--- src/rtl/led_matrix_pattern_generator_macros.svh ---
// ---------------------------------------------------------------------------
// LED matrix pattern generator assertion macros
// Property wrappers for the checks in the lmpg_ctrl module.
// ---------------------------------------------------------------------------
`ifndef LED_MATRIX_PATTERN_GENERATOR_MACROS_SVH
`define LED_MATRIX_PATTERN_GENERATOR_MACROS_SVH

// same-cycle implication
`define LMPG_ASSERT_IMPL(label, clk, rst, ante, cons, msg) \
   label: assert property (@(posedge clk) disable iff (rst) (ante) |-> (cons)) \
      else $error(msg);

// next-cycle implication
`define LMPG_ASSERT_NEXT(label, clk, rst, ante, cons, msg) \
   label: assert property (@(posedge clk) disable iff (rst) (ante) |=> (cons)) \
      else $error(msg);

`endif

--- src/rtl/lmpg_pkg.sv ---
// ---------------------------------------------------------------------------
// LED matrix pattern generator package
// Codes, field layout and controller/datapath interface types.
// ---------------------------------------------------------------------------
`default_nettype none

package lmpg_pkg;

   localparam int SIZE_W     = 4;
   localparam int CMD_W      = 3;
   localparam int REGION_W   = 3;
   localparam int RADIUS_W   = 8;
   localparam int LED_IDX_W  = 16;
   localparam int COLOR_W    = 8;
   localparam int PIX_W      = 6;
   localparam int CSR_IDX_W  = 4;
   localparam int REQ_DATA_W = 56;
   localparam int RSP_DATA_W = 32;
   localparam int OUTER_W    = 2 * RADIUS_W + 2;

   localparam int REGION_LSB  = 0;
   localparam int RADIUS_LSB  = REGION_LSB + REGION_W;
   localparam int LED_IDX_LSB = RADIUS_LSB + RADIUS_W;
   localparam int RED_LSB     = LED_IDX_LSB + LED_IDX_W;
   localparam int GREEN_LSB   = RED_LSB + COLOR_W;
   localparam int BLUE_LSB    = GREEN_LSB + COLOR_W;

   localparam logic [SIZE_W-1:0] SIZE_RESET = 4'd8;

   localparam logic [CMD_W-1:0] CMD_OFF    = 3'd0;
   localparam logic [CMD_W-1:0] CMD_FILL   = 3'd1;
   localparam logic [CMD_W-1:0] CMD_SINGLE = 3'd2;
   localparam logic [CMD_W-1:0] CMD_HALVES = 3'd3;
   localparam logic [CMD_W-1:0] CMD_CIRCLE = 3'd4;
   localparam logic [CMD_W-1:0] CMD_RING   = 3'd5;
   localparam logic [CMD_W-1:0] CMD_NOP    = 3'd6;

   localparam logic [REGION_W-1:0] REGION_LEFT   = 3'd0;
   localparam logic [REGION_W-1:0] REGION_RIGHT  = 3'd1;
   localparam logic [REGION_W-1:0] REGION_TOP    = 3'd2;
   localparam logic [REGION_W-1:0] REGION_BOTTOM = 3'd3;

   localparam logic [CSR_IDX_W-1:0] REG_WIDTH  = 4'd0;
   localparam logic [CSR_IDX_W-1:0] REG_HEIGHT = 4'd1;

   typedef enum logic {
      ST_IDLE,
      ST_RUN
   } state_type;

   typedef struct packed {
      logic load;
      logic step;
   } ctrl_cmd_type;

   typedef struct packed {
      logic frame_go;
      logic last_pixel;
      logic slot_free;
   } dp_status_type;

endpackage

`default_nettype wire

--- src/rtl/led_matrix_pattern_generator.sv ---
// ---------------------------------------------------------------------------
// LED matrix pattern generator
// Turns one drawing command into a row-major frame of pixel colors.
// ---------------------------------------------------------------------------
// Flow: req_tready is low in ST_RUN, so frames do not overlap; each pixel word
//   is registered. A command without pixels leaves the controller in ST_IDLE.
// Throughput: one pixel per cycle from the scan counters while rsp_tready is high.
// Reset: size registers return to 8 x 8, lit flag clears, no pixel pending.
`default_nettype none

module led_matrix_pattern_generator #(
   parameter int MAX_WIDTH  = 8,
   parameter int MAX_HEIGHT = 8
) (
   input  wire logic                            clock,
   input  wire logic                            reset,
   input  wire logic                            req_tvalid,
   output logic                                 req_tready,
   // region, radius, led_index, red, green, blue
   input  wire logic [lmpg_pkg::REQ_DATA_W-1:0] req_tdata,
   // command
   input  wire logic [lmpg_pkg::CMD_W-1:0]      req_tuser,
   input  wire logic                            csr_valid,
   output logic                                 csr_ready,
   input  wire logic [lmpg_pkg::CSR_IDX_W-1:0]  csr_index,
   input  wire logic [lmpg_pkg::SIZE_W-1:0]     csr_data,
   output logic                                 rsp_tvalid,
   input  wire logic                            rsp_tready,
   // pixel_index, pixel_red, pixel_green, pixel_blue
   output logic [lmpg_pkg::RSP_DATA_W-1:0]      rsp_tdata,
   output logic                                 rsp_tlast,
   // lit
   output logic                                 rsp_tuser
);

   lmpg_pkg::ctrl_cmd_type  cmd;
   lmpg_pkg::dp_status_type status;

   lmpg_ctrl u_ctrl (
      .clock      (clock),
      .reset      (reset),
      .req_tvalid (req_tvalid),
      .req_tready (req_tready),
      .status     (status),
      .cmd        (cmd)
   );

   lmpg_datapath #(
      .MAX_WIDTH  (MAX_WIDTH),
      .MAX_HEIGHT (MAX_HEIGHT)
   ) u_datapath (
      .clock      (clock),
      .reset      (reset),
      .req_tuser  (req_tuser),
      .req_tdata  (req_tdata),
      .csr_valid  (csr_valid),
      .csr_ready  (csr_ready),
      .csr_index  (csr_index),
      .csr_data   (csr_data),
      .rsp_tvalid (rsp_tvalid),
      .rsp_tready (rsp_tready),
      .rsp_tdata  (rsp_tdata),
      .rsp_tlast  (rsp_tlast),
      .rsp_tuser  (rsp_tuser),
      .cmd        (cmd),
      .status     (status)
   );

endmodule

`default_nettype wire

--- src/rtl/lmpg_ctrl.sv ---
// ---------------------------------------------------------------------------
// LED matrix pattern generator controller
// Accepts one command word, then steps the datapath over its frame, if it has one.
// ---------------------------------------------------------------------------
`default_nettype none

`include "led_matrix_pattern_generator_macros.svh"

module lmpg_ctrl (
   input  wire logic                   clock,
   input  wire logic                   reset,
   input  wire logic                   req_tvalid,
   output logic                        req_tready,
   input  wire lmpg_pkg::dp_status_type status,
   output lmpg_pkg::ctrl_cmd_type      cmd
);

   lmpg_pkg::state_type state_ff, state_in;

   always_ff @(posedge clock) begin
      if (reset) begin
         state_ff <= lmpg_pkg::ST_IDLE;
      end else begin
         state_ff <= state_in;
      end
   end

   always_comb begin
      state_in = state_ff;
      unique case (state_ff)
         lmpg_pkg::ST_IDLE: begin
            if (req_tvalid && status.frame_go) state_in = lmpg_pkg::ST_RUN;
         end
         lmpg_pkg::ST_RUN: begin
            if (status.slot_free && status.last_pixel) state_in = lmpg_pkg::ST_IDLE;
         end
         default: state_in = lmpg_pkg::ST_IDLE;
      endcase
   end

   always_comb begin
      req_tready = 1'b0;
      cmd.load   = 1'b0;
      cmd.step   = 1'b0;
      unique case (state_ff)
         lmpg_pkg::ST_IDLE: begin
            req_tready = 1'b1;
            cmd.load   = req_tvalid;
         end
         lmpg_pkg::ST_RUN: begin
            cmd.step = status.slot_free;
         end
         default: begin
            req_tready = 1'b0;
         end
      endcase
   end

   `LMPG_ASSERT_IMPL(a_step_needs_slot, clock, reset, cmd.step, status.slot_free, "step without free output slot")
   `LMPG_ASSERT_IMPL(a_no_load_and_step, clock, reset, cmd.load, !cmd.step, "load and step together")
   `LMPG_ASSERT_NEXT(a_last_ends_frame, clock, reset, cmd.step && status.last_pixel, state_ff == lmpg_pkg::ST_IDLE, "frame did not end after last pixel")
   `LMPG_ASSERT_NEXT(a_go_starts_frame, clock, reset, cmd.load && status.frame_go, state_ff == lmpg_pkg::ST_RUN, "frame did not start after accepted command")

endmodule

`default_nettype wire

--- src/rtl/lmpg_datapath.sv ---
// ---------------------------------------------------------------------------
// LED matrix pattern generator datapath
// Size registers, command capture, pixel scan counters and output register.
// ---------------------------------------------------------------------------
`default_nettype none

module lmpg_datapath #(
   parameter int MAX_WIDTH  = 8,
   parameter int MAX_HEIGHT = 8
) (
   input  wire logic                                clock,
   input  wire logic                                reset,
   input  wire logic [lmpg_pkg::CMD_W-1:0]          req_tuser,
   input  wire logic [lmpg_pkg::REQ_DATA_W-1:0]     req_tdata,
   input  wire logic                                csr_valid,
   output logic                                     csr_ready,
   input  wire logic [lmpg_pkg::CSR_IDX_W-1:0]      csr_index,
   input  wire logic [lmpg_pkg::SIZE_W-1:0]         csr_data,
   output logic                                     rsp_tvalid,
   input  wire logic                                rsp_tready,
   output logic [lmpg_pkg::RSP_DATA_W-1:0]          rsp_tdata,
   output logic                                     rsp_tlast,
   output logic                                     rsp_tuser,
   input  wire lmpg_pkg::ctrl_cmd_type              cmd,
   output lmpg_pkg::dp_status_type                  status
);

   localparam int SW = lmpg_pkg::SIZE_W;
   localparam int XW = (MAX_WIDTH > 1) ? $clog2(MAX_WIDTH) : 1;
   localparam int YW = (MAX_HEIGHT > 1) ? $clog2(MAX_HEIGHT) : 1;
   localparam int DW = SW + 2;
   localparam int SQ_W = 2 * DW;
   localparam int D2_W = SQ_W + 1;
   localparam int RW = lmpg_pkg::RADIUS_W;
   localparam int CW = lmpg_pkg::COLOR_W;
   localparam int OW = lmpg_pkg::OUTER_W;
   localparam int PW = lmpg_pkg::PIX_W;
   localparam int LW = lmpg_pkg::LED_IDX_W;

   function automatic logic [SW-1:0] clamp_size(input logic [SW-1:0] v,
                                                 input logic [SW-1:0] maxv);
      logic [SW-1:0] r;
      r = v;
      if (v == '0) r = {{(SW-1){1'b0}}, 1'b1};
      else if (v > maxv) r = maxv;
      return r;
   endfunction

   logic [SW-1:0] width_ff, width_in, height_ff, height_in;
   logic          lit_ff, lit_in;
   logic [lmpg_pkg::CMD_W-1:0]    cmd_ff;
   logic [lmpg_pkg::REGION_W-1:0] region_ff;
   logic [LW-1:0] index_ff;
   logic [CW-1:0] red_ff, green_ff, blue_ff;
   logic [OW-1:0] outer_ff, inner_ff;
   logic          rnz_ff;
   logic [XW-1:0] x_ff, x_in;
   logic [YW-1:0] y_ff, y_in;
   logic [PW-1:0] idx_ff, idx_in;
   logic          rsp_valid_ff, rsp_valid_in;
   logic [lmpg_pkg::RSP_DATA_W-1:0] rsp_data_ff;
   logic          rsp_last_ff, rsp_lit_ff;

   logic [lmpg_pkg::CMD_W-1:0]    in_cmd;
   logic [lmpg_pkg::REGION_W-1:0] in_region;
   logic [RW-1:0] in_radius, in_rm1;
   logic [LW-1:0] in_index;
   logic [CW-1:0] in_red, in_green, in_blue;
   logic [2*RW-1:0] rsq, rm1sq;
   logic [SW-1:0] w, h, wm1, hm1;
   logic [2*SW-1:0] total;
   logic [SW-1:0] xe, ye;
   logic signed [DW-1:0] dx, dy;
   logic [SQ_W-1:0] dx_sq, dy_sq;
   logic [D2_W-1:0] d2;
   logic in_outer, in_inner, on, last;

   assign in_cmd    = req_tuser;
   assign in_region = req_tdata[lmpg_pkg::REGION_LSB +: lmpg_pkg::REGION_W];
   assign in_radius = req_tdata[lmpg_pkg::RADIUS_LSB +: RW];
   assign in_index  = req_tdata[lmpg_pkg::LED_IDX_LSB +: LW];
   assign in_red    = req_tdata[lmpg_pkg::RED_LSB +: CW];
   assign in_green  = req_tdata[lmpg_pkg::GREEN_LSB +: CW];
   assign in_blue   = req_tdata[lmpg_pkg::BLUE_LSB +: CW];
   assign in_rm1    = in_radius - {{(RW-1){1'b0}}, 1'b1};
   assign rsq       = {{RW{1'b0}}, in_radius} * {{RW{1'b0}}, in_radius};
   assign rm1sq     = {{RW{1'b0}}, in_rm1} * {{RW{1'b0}}, in_rm1};

   assign w     = clamp_size(width_ff, SW'(MAX_WIDTH));
   assign h     = clamp_size(height_ff, SW'(MAX_HEIGHT));
   assign wm1   = w - {{(SW-1){1'b0}}, 1'b1};
   assign hm1   = h - {{(SW-1){1'b0}}, 1'b1};
   assign total = {{SW{1'b0}}, w} * {{SW{1'b0}}, h};

   assign xe    = SW'(x_ff);
   assign ye    = SW'(y_ff);
   assign dx    = $signed({1'b0, xe, 1'b0}) - $signed({2'b00, wm1});
   assign dy    = $signed({1'b0, ye, 1'b0}) - $signed({2'b00, hm1});
   assign dx_sq = SQ_W'(dx * dx);
   assign dy_sq = SQ_W'(dy * dy);
   assign d2    = {1'b0, dx_sq} + {1'b0, dy_sq};
   assign in_outer = OW'(d2) <= outer_ff;
   assign in_inner = rnz_ff && (OW'(d2) <= inner_ff);
   assign last  = (xe == wm1) && (ye == hm1);

   always_comb begin
      on = 1'b0;
      case (cmd_ff)
         lmpg_pkg::CMD_FILL:   on = 1'b1;
         lmpg_pkg::CMD_SINGLE: on = ({{(LW-PW){1'b0}}, idx_ff} == index_ff);
         lmpg_pkg::CMD_HALVES: begin
            case (region_ff)
               lmpg_pkg::REGION_LEFT:   on = xe < (w >> 1);
               lmpg_pkg::REGION_RIGHT:  on = xe >= (w >> 1);
               lmpg_pkg::REGION_TOP:    on = ye < (h >> 1);
               lmpg_pkg::REGION_BOTTOM: on = ye >= (h >> 1);
               default:                 on = 1'b0;
            endcase
         end
         lmpg_pkg::CMD_CIRCLE: on = in_outer;
         lmpg_pkg::CMD_RING:   on = in_outer && !in_inner;
         default:              on = 1'b0;
      endcase
   end

   assign status.frame_go   = (in_cmd < lmpg_pkg::CMD_NOP) &&
                              !((in_cmd == lmpg_pkg::CMD_SINGLE) &&
                                (in_index >= {{(LW-2*SW){1'b0}}, total}));
   assign status.last_pixel = last;
   assign status.slot_free  = !rsp_valid_ff || rsp_tready;

   assign csr_ready = 1'b1;

   always_comb begin
      width_in  = width_ff;
      height_in = height_ff;
      if (csr_valid) begin
         unique case (csr_index)
            lmpg_pkg::REG_WIDTH:  width_in  = csr_data;
            lmpg_pkg::REG_HEIGHT: height_in = csr_data;
            default: begin
               width_in  = width_ff;
               height_in = height_ff;
            end
         endcase
      end
   end

   always_comb begin
      lit_in = lit_ff;
      if (cmd.load && (in_cmd < lmpg_pkg::CMD_NOP)) begin
         lit_in = (in_cmd != lmpg_pkg::CMD_OFF) && ((in_red | in_green | in_blue) != '0);
      end
   end

   always_comb begin
      x_in   = x_ff;
      y_in   = y_ff;
      idx_in = idx_ff;
      if (cmd.load) begin
         x_in   = '0;
         y_in   = '0;
         idx_in = '0;
      end else if (cmd.step) begin
         idx_in = idx_ff + {{(PW-1){1'b0}}, 1'b1};
         if (xe == wm1) begin
            x_in = '0;
            y_in = y_ff + {{(YW-1){1'b0}}, 1'b1};
         end else begin
            x_in = x_ff + {{(XW-1){1'b0}}, 1'b1};
         end
      end
   end

   always_comb begin
      rsp_valid_in = rsp_valid_ff;
      if (cmd.step) rsp_valid_in = 1'b1;
      else if (rsp_tready) rsp_valid_in = 1'b0;
   end

   always_ff @(posedge clock) begin
      if (reset) begin
         width_ff     <= lmpg_pkg::SIZE_RESET;
         height_ff    <= lmpg_pkg::SIZE_RESET;
         lit_ff       <= 1'b0;
         rsp_valid_ff <= 1'b0;
      end else begin
         width_ff     <= width_in;
         height_ff    <= height_in;
         lit_ff       <= lit_in;
         rsp_valid_ff <= rsp_valid_in;
      end
   end

   always_ff @(posedge clock) begin
      x_ff   <= x_in;
      y_ff   <= y_in;
      idx_ff <= idx_in;
      if (cmd.load) begin
         cmd_ff    <= in_cmd;
         region_ff <= in_region;
         index_ff  <= in_index;
         red_ff    <= in_red;
         green_ff  <= in_green;
         blue_ff   <= in_blue;
         outer_ff  <= {rsq, 2'b00};
         inner_ff  <= {rm1sq, 2'b00};
         rnz_ff    <= in_radius != '0;
      end
      if (cmd.step) begin
         rsp_data_ff <= {{(lmpg_pkg::RSP_DATA_W - PW - 3 * CW){1'b0}},
                         on ? blue_ff : {CW{1'b0}},
                         on ? green_ff : {CW{1'b0}},
                         on ? red_ff : {CW{1'b0}},
                         idx_ff};
         rsp_last_ff <= last;
         rsp_lit_ff  <= lit_ff;
      end
   end

   assign rsp_tvalid = rsp_valid_ff;
   assign rsp_tdata  = rsp_data_ff;
   assign rsp_tlast  = rsp_last_ff;
   assign rsp_tuser  = rsp_lit_ff;

endmodule

`default_nettype wire

--- config.mk ---
export PLATFORM = sky130hd
export DESIGN_NAME = led_matrix_pattern_generator
export DESIGN_NICKNAME = d
export VERILOG_FILES = /design/src/rtl/lmpg_pkg.sv /design/src/rtl/led_matrix_pattern_generator.sv /design/src/rtl/lmpg_ctrl.sv /design/src/rtl/lmpg_datapath.sv
export VERILOG_INCLUDE_DIRS = /design/src /design/src/rtl
export SDC_FILE = /design/constraint.sdc
export NUM_CORES = 1
export LEC_CHECK = 0
export BUFFER_PORTS_ARGS = -buffer_cell sky130_fd_sc_hd__buf_2
export CORE_ASPECT_RATIO = 0.6
export CORE_UTILIZATION = 41
export DETAILED_ROUTE_END_ITERATION = 10
export HOLD_SLACK_MARGIN = 0.15
export PLACE_DENSITY = 0.59
export SETUP_SLACK_MARGIN = 0.5
export SLEW_MARGIN = 15
export SYNTH_ARGS = -nofsm -noshare
export SYNTH_HDL_FRONTEND = slang
export SYNTH_SLANG_ARGS = --single-unit
export TNS_END_PERCENT = 100
--- constraint.sdc ---
create_clock -name clock -period 12.55 [get_ports clock]
set_input_delay 0.6275 -clock clock [delete_from_list [all_inputs] [get_ports clock]]
set_output_delay 0.6275 -clock clock [all_outputs]
set_load 0.02 [all_outputs]
-- Word-level counts from Yosys, hierarchy flattened
Cells that the tools add are included.
- bits in registers: 134
- bits of input ports: 72
- output and inout bits: 37
- logic and storage cells: 100
- $add $sub $neg: 9
- $mul: 5
- order comparisons: 10
- equal/unequal tests: 13
- multiplexer cells: 15
- bitwise gates (word level): 3
- reductions and logical operators: 24
- operator list (cell ; number):
    <= comparator 13 x 18 -> 1 bit ; 2
    multiplier 8 x 8 -> 16 bit ; 2
    multiplier 5 x 5 -> 10 bit ; 2
    equality test 6 x 16 -> 1 bit ; 1
    >= comparator 16 x 8 -> 1 bit ; 1
    two-way mux 4 bit ; 4
    bitwise OR 8 bit ; 2
    nonzero test 8 bit ; 2
    equality test 3 x 2 -> 1 bit, second input constant ; 5
    adder 12 x 12 -> 13 bit ; 1
    logical NOT 4 bit ; 3
    subtractor 4 x 4 -> 5 bit ; 2
    logical AND 1 bit ; 9
    equality test 3 x 4 -> 1 bit ; 2
    greater-than comparator 4 bit, second input constant ; 2
    multiplier 4 x 4 -> 8 bit ; 1
    subtractor 4 x 1 -> 4 bit, second input constant ; 2
    subtractor 8 x 1 -> 8 bit, second input constant ; 1
    two-way mux 1 bit ; 7
    adder 3 x 1 -> 3 bit, second input constant ; 2
    adder 6 x 1 -> 6 bit, second input constant ; 1
    equality test 3 x 1 -> 1 bit, second input constant ; 2
    equality test 3 bit, second input constant ; 2
    >= comparator 3 bit ; 2
    other kinds (14) ; 19

-- Longest topological paths before layout
- depth after elaboration: 12
- gate-level depth with buffers: 34

-- Hierarchy
From an unflattened synthesis, not the netlist that was laid out.
- cell total of the unflattened synthesis: 1168
- area total of the unflattened synthesis: 11932.7 µm²
- by module, submodules not included (module ; instances ; cells each ; area each (µm²) ; seq. area each (µm²)):
    lmpg_datapath ; 1 ; 1162 ; 11878.9 ; 3713.6
    lmpg_ctrl ; 1 ; 6 ; 53.8 ; 20.0

-- Worst setup path before layout
OpenSTA, ideal clock, no wires.
- path kind: register to register
- start point: reg u_datapath.width_ff[1]
- end point: reg u_datapath.rsp_data_ff (netlist bit u_datapath.rsp_tdata[10]), data pin
- arrival: 7.189 ns
- data required time: 12.295 ns
- path slack: 5.106 ns
- stages on the path, launching flop included: 31
- buffers on the path: 1
- clock period less this slack: 7.444 ns
- cell sequence: dfxtp_1 > o21ba_2 > nor2_2 > inv_2 > ha_1 > ha_1 > a21o_1 > a21oi_1 > xor2_1 > nor2_1 > fa_1 > inv_1 > fa_1 > fa_1 > fa_1 > inv_1 > ha_1 > a21o_1 > a21oi_1 > o21bai_1 > a21oi_1 > nor2b_1 > o22a_1 > ha_1 > nand4b_1 > or4_1 > nor3_1 > o311a_1 > o211ai_2 > buf_6 > and2_1
- word-level cells in the longest chain between the ends: 12
- elaborated cells between the ends (all ways): 17
- RTL lines (element ; line ; RTL):
    from (decl) ; lmpg_datapath.sv:49 ; logic [SW-1:0] width_ff, width_in, height_ff, height_in;
    from (signal assigned) ; lmpg_datapath.sv:183 ; width_ff <= lmpg_pkg::SIZE_RESET;
    from (signal assigned) ; lmpg_datapath.sv:188 ; width_ff <= width_in;
    greater-than comparator 4 bit ; lmpg_datapath.sv:45 ; else if (v > maxv) r = maxv;
    two-way mux 4 bit ; lmpg_datapath.sv:45 ;
    two-way mux 4 bit * ; lmpg_datapath.sv:44 ; if (v == '0) r = {{(SW-1){1'b0}}, 1'b1};
    subtractor 4 x 1 -> 4 bit ; lmpg_datapath.sv:91 ; assign wm1 = w - {{(SW-1){1'b0}}, 1'b1};
    subtractor 4 x 4 -> 5 bit ; lmpg_datapath.sv:97 ; assign dx = $signed({1'b0, xe, 1'b0}) - $signed({2'b00, wm1});
    multiplier 5 x 5 -> 10 bit ; lmpg_datapath.sv:99 ; assign dx_sq = SQ_W'(dx * dx);
    adder 12 x 12 -> 13 bit ; lmpg_datapath.sv:101 ; assign d2 = {1'b0, dx_sq} + {1'b0, dy_sq};
    <= comparator 13 x 18 -> 1 bit ; lmpg_datapath.sv:103 ; assign in_inner = rnz_ff && (OW'(d2) <= inner_ff);
    logical AND 1 bit ; lmpg_datapath.sv:103 ;
    logical NOT 1 bit ; lmpg_datapath.sv:121 ; lmpg_pkg::CMD_RING: on = in_outer && !in_inner;
    logical AND 1 bit ; lmpg_datapath.sv:121 ;
    one-hot mux 1 bit (5 select lines) * ; lmpg_datapath.sv:108 ; case (cmd_ff)
    to (signal assigned) ; lmpg_datapath.sv:211 ; rsp_data_ff <= {{(lmpg_pkg::RSP_DATA_W - PW - 3 * CW){1'b0}},
    to (decl) ; lmpg_datapath.sv:61 ; logic [lmpg_pkg::RSP_DATA_W-1:0] rsp_data_ff;
Every way passes the cells marked *; elsewhere a longest branch is shown, timed or not.
A chain may end at the register's enable or synchronous reset.

-- Worst setup path in the final report
- start point: reg u_datapath.width_ff[1]
- end point: reg u_datapath.rsp_data_ff (netlist bit u_datapath.rsp_tdata[15]), data pin
Same word-level chain as after synthesis.

==> summary.txt <==
Crit Path Max Fanout: 24
final-report max-slew violation count: 0
postcts setup bufs: 0
Crit Path Category: flip-flop to flip-flop
die width: 216 µm
final global-route overflow total: 0
first drt pass iteration count: 5
area used by multi-input combinational logic: 6780 µm²
Synth Flop Type: edfxtp_1
FF+latch area: 3730 µm²
htree depth: 4
peak supply drop: 0.311 mV
max-cap viol count: 0
crit-path max cell delay: 0.62 ns
Syn Inst Count: 1091
flop-to-flop setup slack: 3.74 ns
Post-Syn Area: 11200 µm²
WP buf/inv: 3
run status: complete, no violations
Clock Power Share: 0.152
Power Density: 244 nW/µm²
hold path start: req_tdata[0]
Skew-Pair Late Insertion Delay: 0.43 ns
DR iter-0 viols: 455
drt total wl: 23400 µm
row count: 46
Net Switching: 0.00140 W
vias per cell: 4.88
share of flip-flops with an asynchronous set or reset: 0
Max Freq: 114 MHz
routed len/inst: 14.8 µm
port bufs: 100
layout cells sized above 1: 0.128
final net count: 1504
Cell Area, Placed: 12100 µm²
worst hold path type: input port to flip-flop
leak pwr: 5.93 nW
fin crit share: 0.702
sequential fraction of the synthesis area: 0.333
Hold Vio Cnt, Final: 0
Hold Buf Count CTS: 0
R2R cell count: 29
Unique masters post-synth: 62
Seq pwr share: 0.188
post-route ant nets: 0
area delta synth->final: 12.9%
CTS sink cnt: 132
total core area: 26600 µm²
GPL Wtd Cong: 0.837
design area: 12700 µm²
Mean Syn Cell Area: 10.3 µm²
post-DP HPWL: 19000 µm
via count: 7687
Pint: 0.00169 W
Initial Util: 0.421
Area contributors post-synth: edfxtp_1, ha_1, fa_1, inv_1, xnor2_1
All-Layer GR Usage: 0.176
Chip Height: 130 µm
Arrival @ worst endpoint: 8.99 ns
sw frac: 0.454
startpoint types: flip-flop
Ys Warns: 0
post_cts resized: 0
area of the die: 28100 µm²
relative slew slack: 0.411
Clock Tree Buf Depth: 2
worst hold stages: 1
Critical-path top delay cell: o31ai_1
Synth area leader: edfxtp_1
initial antenna violation count: 0
vias in the first global route: 7398
fillcell total: 2487
top cell family by delay on the critical path: adder cells
r2r endpoint: u_datapath.rsp_tdata[15]
EDFF count, synth: 109
first-pass GRT wire length: 38500 µm
Worst-path clk slew: 0.06 ns
# DRC: 0
RR Startpoint: u_datapath.width_ff[1]
Worst-Margin Slew: 0.880 ns
RSZ-0062 raised after global routing: no
Num CTS Buffers: 17
largest net degree at the start of global routing: 58
IO Pins: 109
required time worst endpoint: 12.73 ns
critical path endpoint category: flip-flop
Worst Hold Endpoint: u_datapath.region_ff[0]
Final setup violation count: 0
CTS tree: yes
Synth top area share: 0.292
Fin Clk Skew: 0.0114 ns
register bit total from synthesis: 132
Setup TNS: 0 ns
clk root buf: clkbuf_16
Logic pwr share: 0.660
Final min period: 8.81 ns
==> flip-flops by register name, indices dropped and copies added (netlist names), 6 cells and up <==
register and flops:
u_datapath.blue_ff 8, u_datapath.green_ff 8, u_datapath.idx_ff 6, u_datapath.index_ff 16
u_datapath.inner_ff 15, u_datapath.outer_ff 15, u_datapath.red_ff 8, u_datapath.rsp_tdata 30
==> Yosys cell counts, types with 4 or more instances <==
master and number:
o21ai_0 13, xnor2_1 58, nand2_1 69, inv_2 15, edfxtp_1 109, o21bai_1 9
nand2b_1 9, mux2i_1 8, nor2b_1 12, fa_1 83, ha_1 147, nor2_1 97
clkbuf_1 11, o211ai_1 4, a21oi_1 51, xor2_1 27, or2_1 4, a211oi_1 7
nor3_1 11, dfxtp_1 23, nand4_1 6, nand3_1 18, o21ai_1 14, inv_1 156
and2_1 36, nor4_1 13, o21a_1 4, a21o_1 19, or4_1 5
==> layer usage <==
metal / up-vias / wire (µm) / GRT usage
li1: 3886 / - / -
met1: 3626 / 12800 / 0.279
met5: - / 0 / 0
met2: 160 / 9100 / 0.241
met4: 0 / 177 / 0.0325
met3: 15 / 1320 / 0.0392
==> logic make-up (layout without fill, tap and decap cells) <==
group | Yosys count | after routing | share of synthesized area
buffers and inverters | 190 | 305 | 0.0671
other | 2 | 12 | 0.000669
xor gates and xnor gates | 86 | 86 | 0.0683
AOI/OAI and AO/OA | 148 | 148 | 0.0851
adders and majority gates | 230 | 230 | 0.312
and+or+nand+nor | 293 | 293 | 0.125
muxes | 10 | 10 | 0.00914
DFF | 132 | 132 | 0.333
==> how the worst max path moves through the flow <==
stage                                 from  slack [ns]                       end  cells past startpoint
floorplan           u_datapath.width_ff[1]        5.11  u_datapath.rsp_tdata[10]                     30
global placement    u_datapath.width_ff[1]        3.83  u_datapath.rsp_tdata[26]                     29
detailed placement  u_datapath.width_ff[1]        3.84  u_datapath.rsp_tdata[12]                     29
CTS                 u_datapath.width_ff[1]        3.82  u_datapath.rsp_tdata[12]                     29
global route        u_datapath.width_ff[1]        3.18  u_datapath.rsp_tdata[12]                     30
finish              u_datapath.width_ff[1]        3.74  u_datapath.rsp_tdata[15]                     29
==> power by group through the flow <==
stage               combinational [W]  sequential, W  clock [W]
floorplan                     0.00153       0.000596          0
global placement              0.00196       0.000591          0
finish                        0.00204       0.000582   0.000469
CTS                           0.00204       0.000583   0.000479
detailed placement            0.00201       0.000591          0
global route                  0.00233       0.000588   0.000498
==> layout make-up <==
class                           instances  share of cell area
Inverter                              172              0.0514
Timing Repair Buffer                  101              0.0401
Clock inverter                         15              0.0102
Sequential cell                       132               0.295
Antenna cell                            1            0.000197
Tap cell                              360              0.0355
Clock buffer                           17              0.0336
Multi-Input combinational cell        778               0.534
==> worst reg2reg max path, delay by kind of cell, from the launching register on <==
family                     cells  cell delay (ns)
and+or+nand+nor                7             1.66
xor gates and xnor gates       1             0.41
adders and majority gates      8             3.30
buffers and inverters          3             0.28
DFF                            1             0.34
AOI/OAI and AO/OA             10             2.55
==> stage by stage <==
stage / setup WS, ns / utilization / power [W] / std cells / hold WS (ns)
after floorplan: 5.11 / - / 0.00213 / 1100 / 0.409
after detailed placement: 3.84 / 0.455 / 0.00260 / 1543 / 0.425
after global routing: 3.18 / 0.476 / 0.00342 / 1575 / 0.360
after global placement: 3.83 / 0.455 / 0.00255 / 1543 / 0.425
final: 3.74 / 0.476 / 0.00309 / 1576 / 0.375
after CTS: 3.82 / 0.476 / 0.00310 / 1575 / 0.354
==> placed cells by master (no fill, tap or decap), types with 5 or more instances in the layout <==
master	synthesis	routed
inv_1	156	156
ha_1	147	147
edfxtp_1	109	109
buf_2	1	100
nor2_1	97	97
fa_1	83	83
nand2_1	69	69
xnor2_1	58	58
a21oi_1	51	51
and2_1	36	36
xor2_1	27	27
dfxtp_1	23	23
a21o_1	19	19
nand3_1	18	18
clkbuf_16	0	17
inv_2	15	14
o21ai_1	14	14
o21ai_0	13	13
nor4_1	13	13
nor2b_1	12	12
nor3_1	11	11
conb_1	2	11
nand2b_1	9	9
o21bai_1	9	9
mux2i_1	8	8
a211oi_1	7	7
inv_6	1	6
nand4_1	6	6
clkinv_2	0	5
or4_1	5	5
Power figures use the tool's default switching activity.
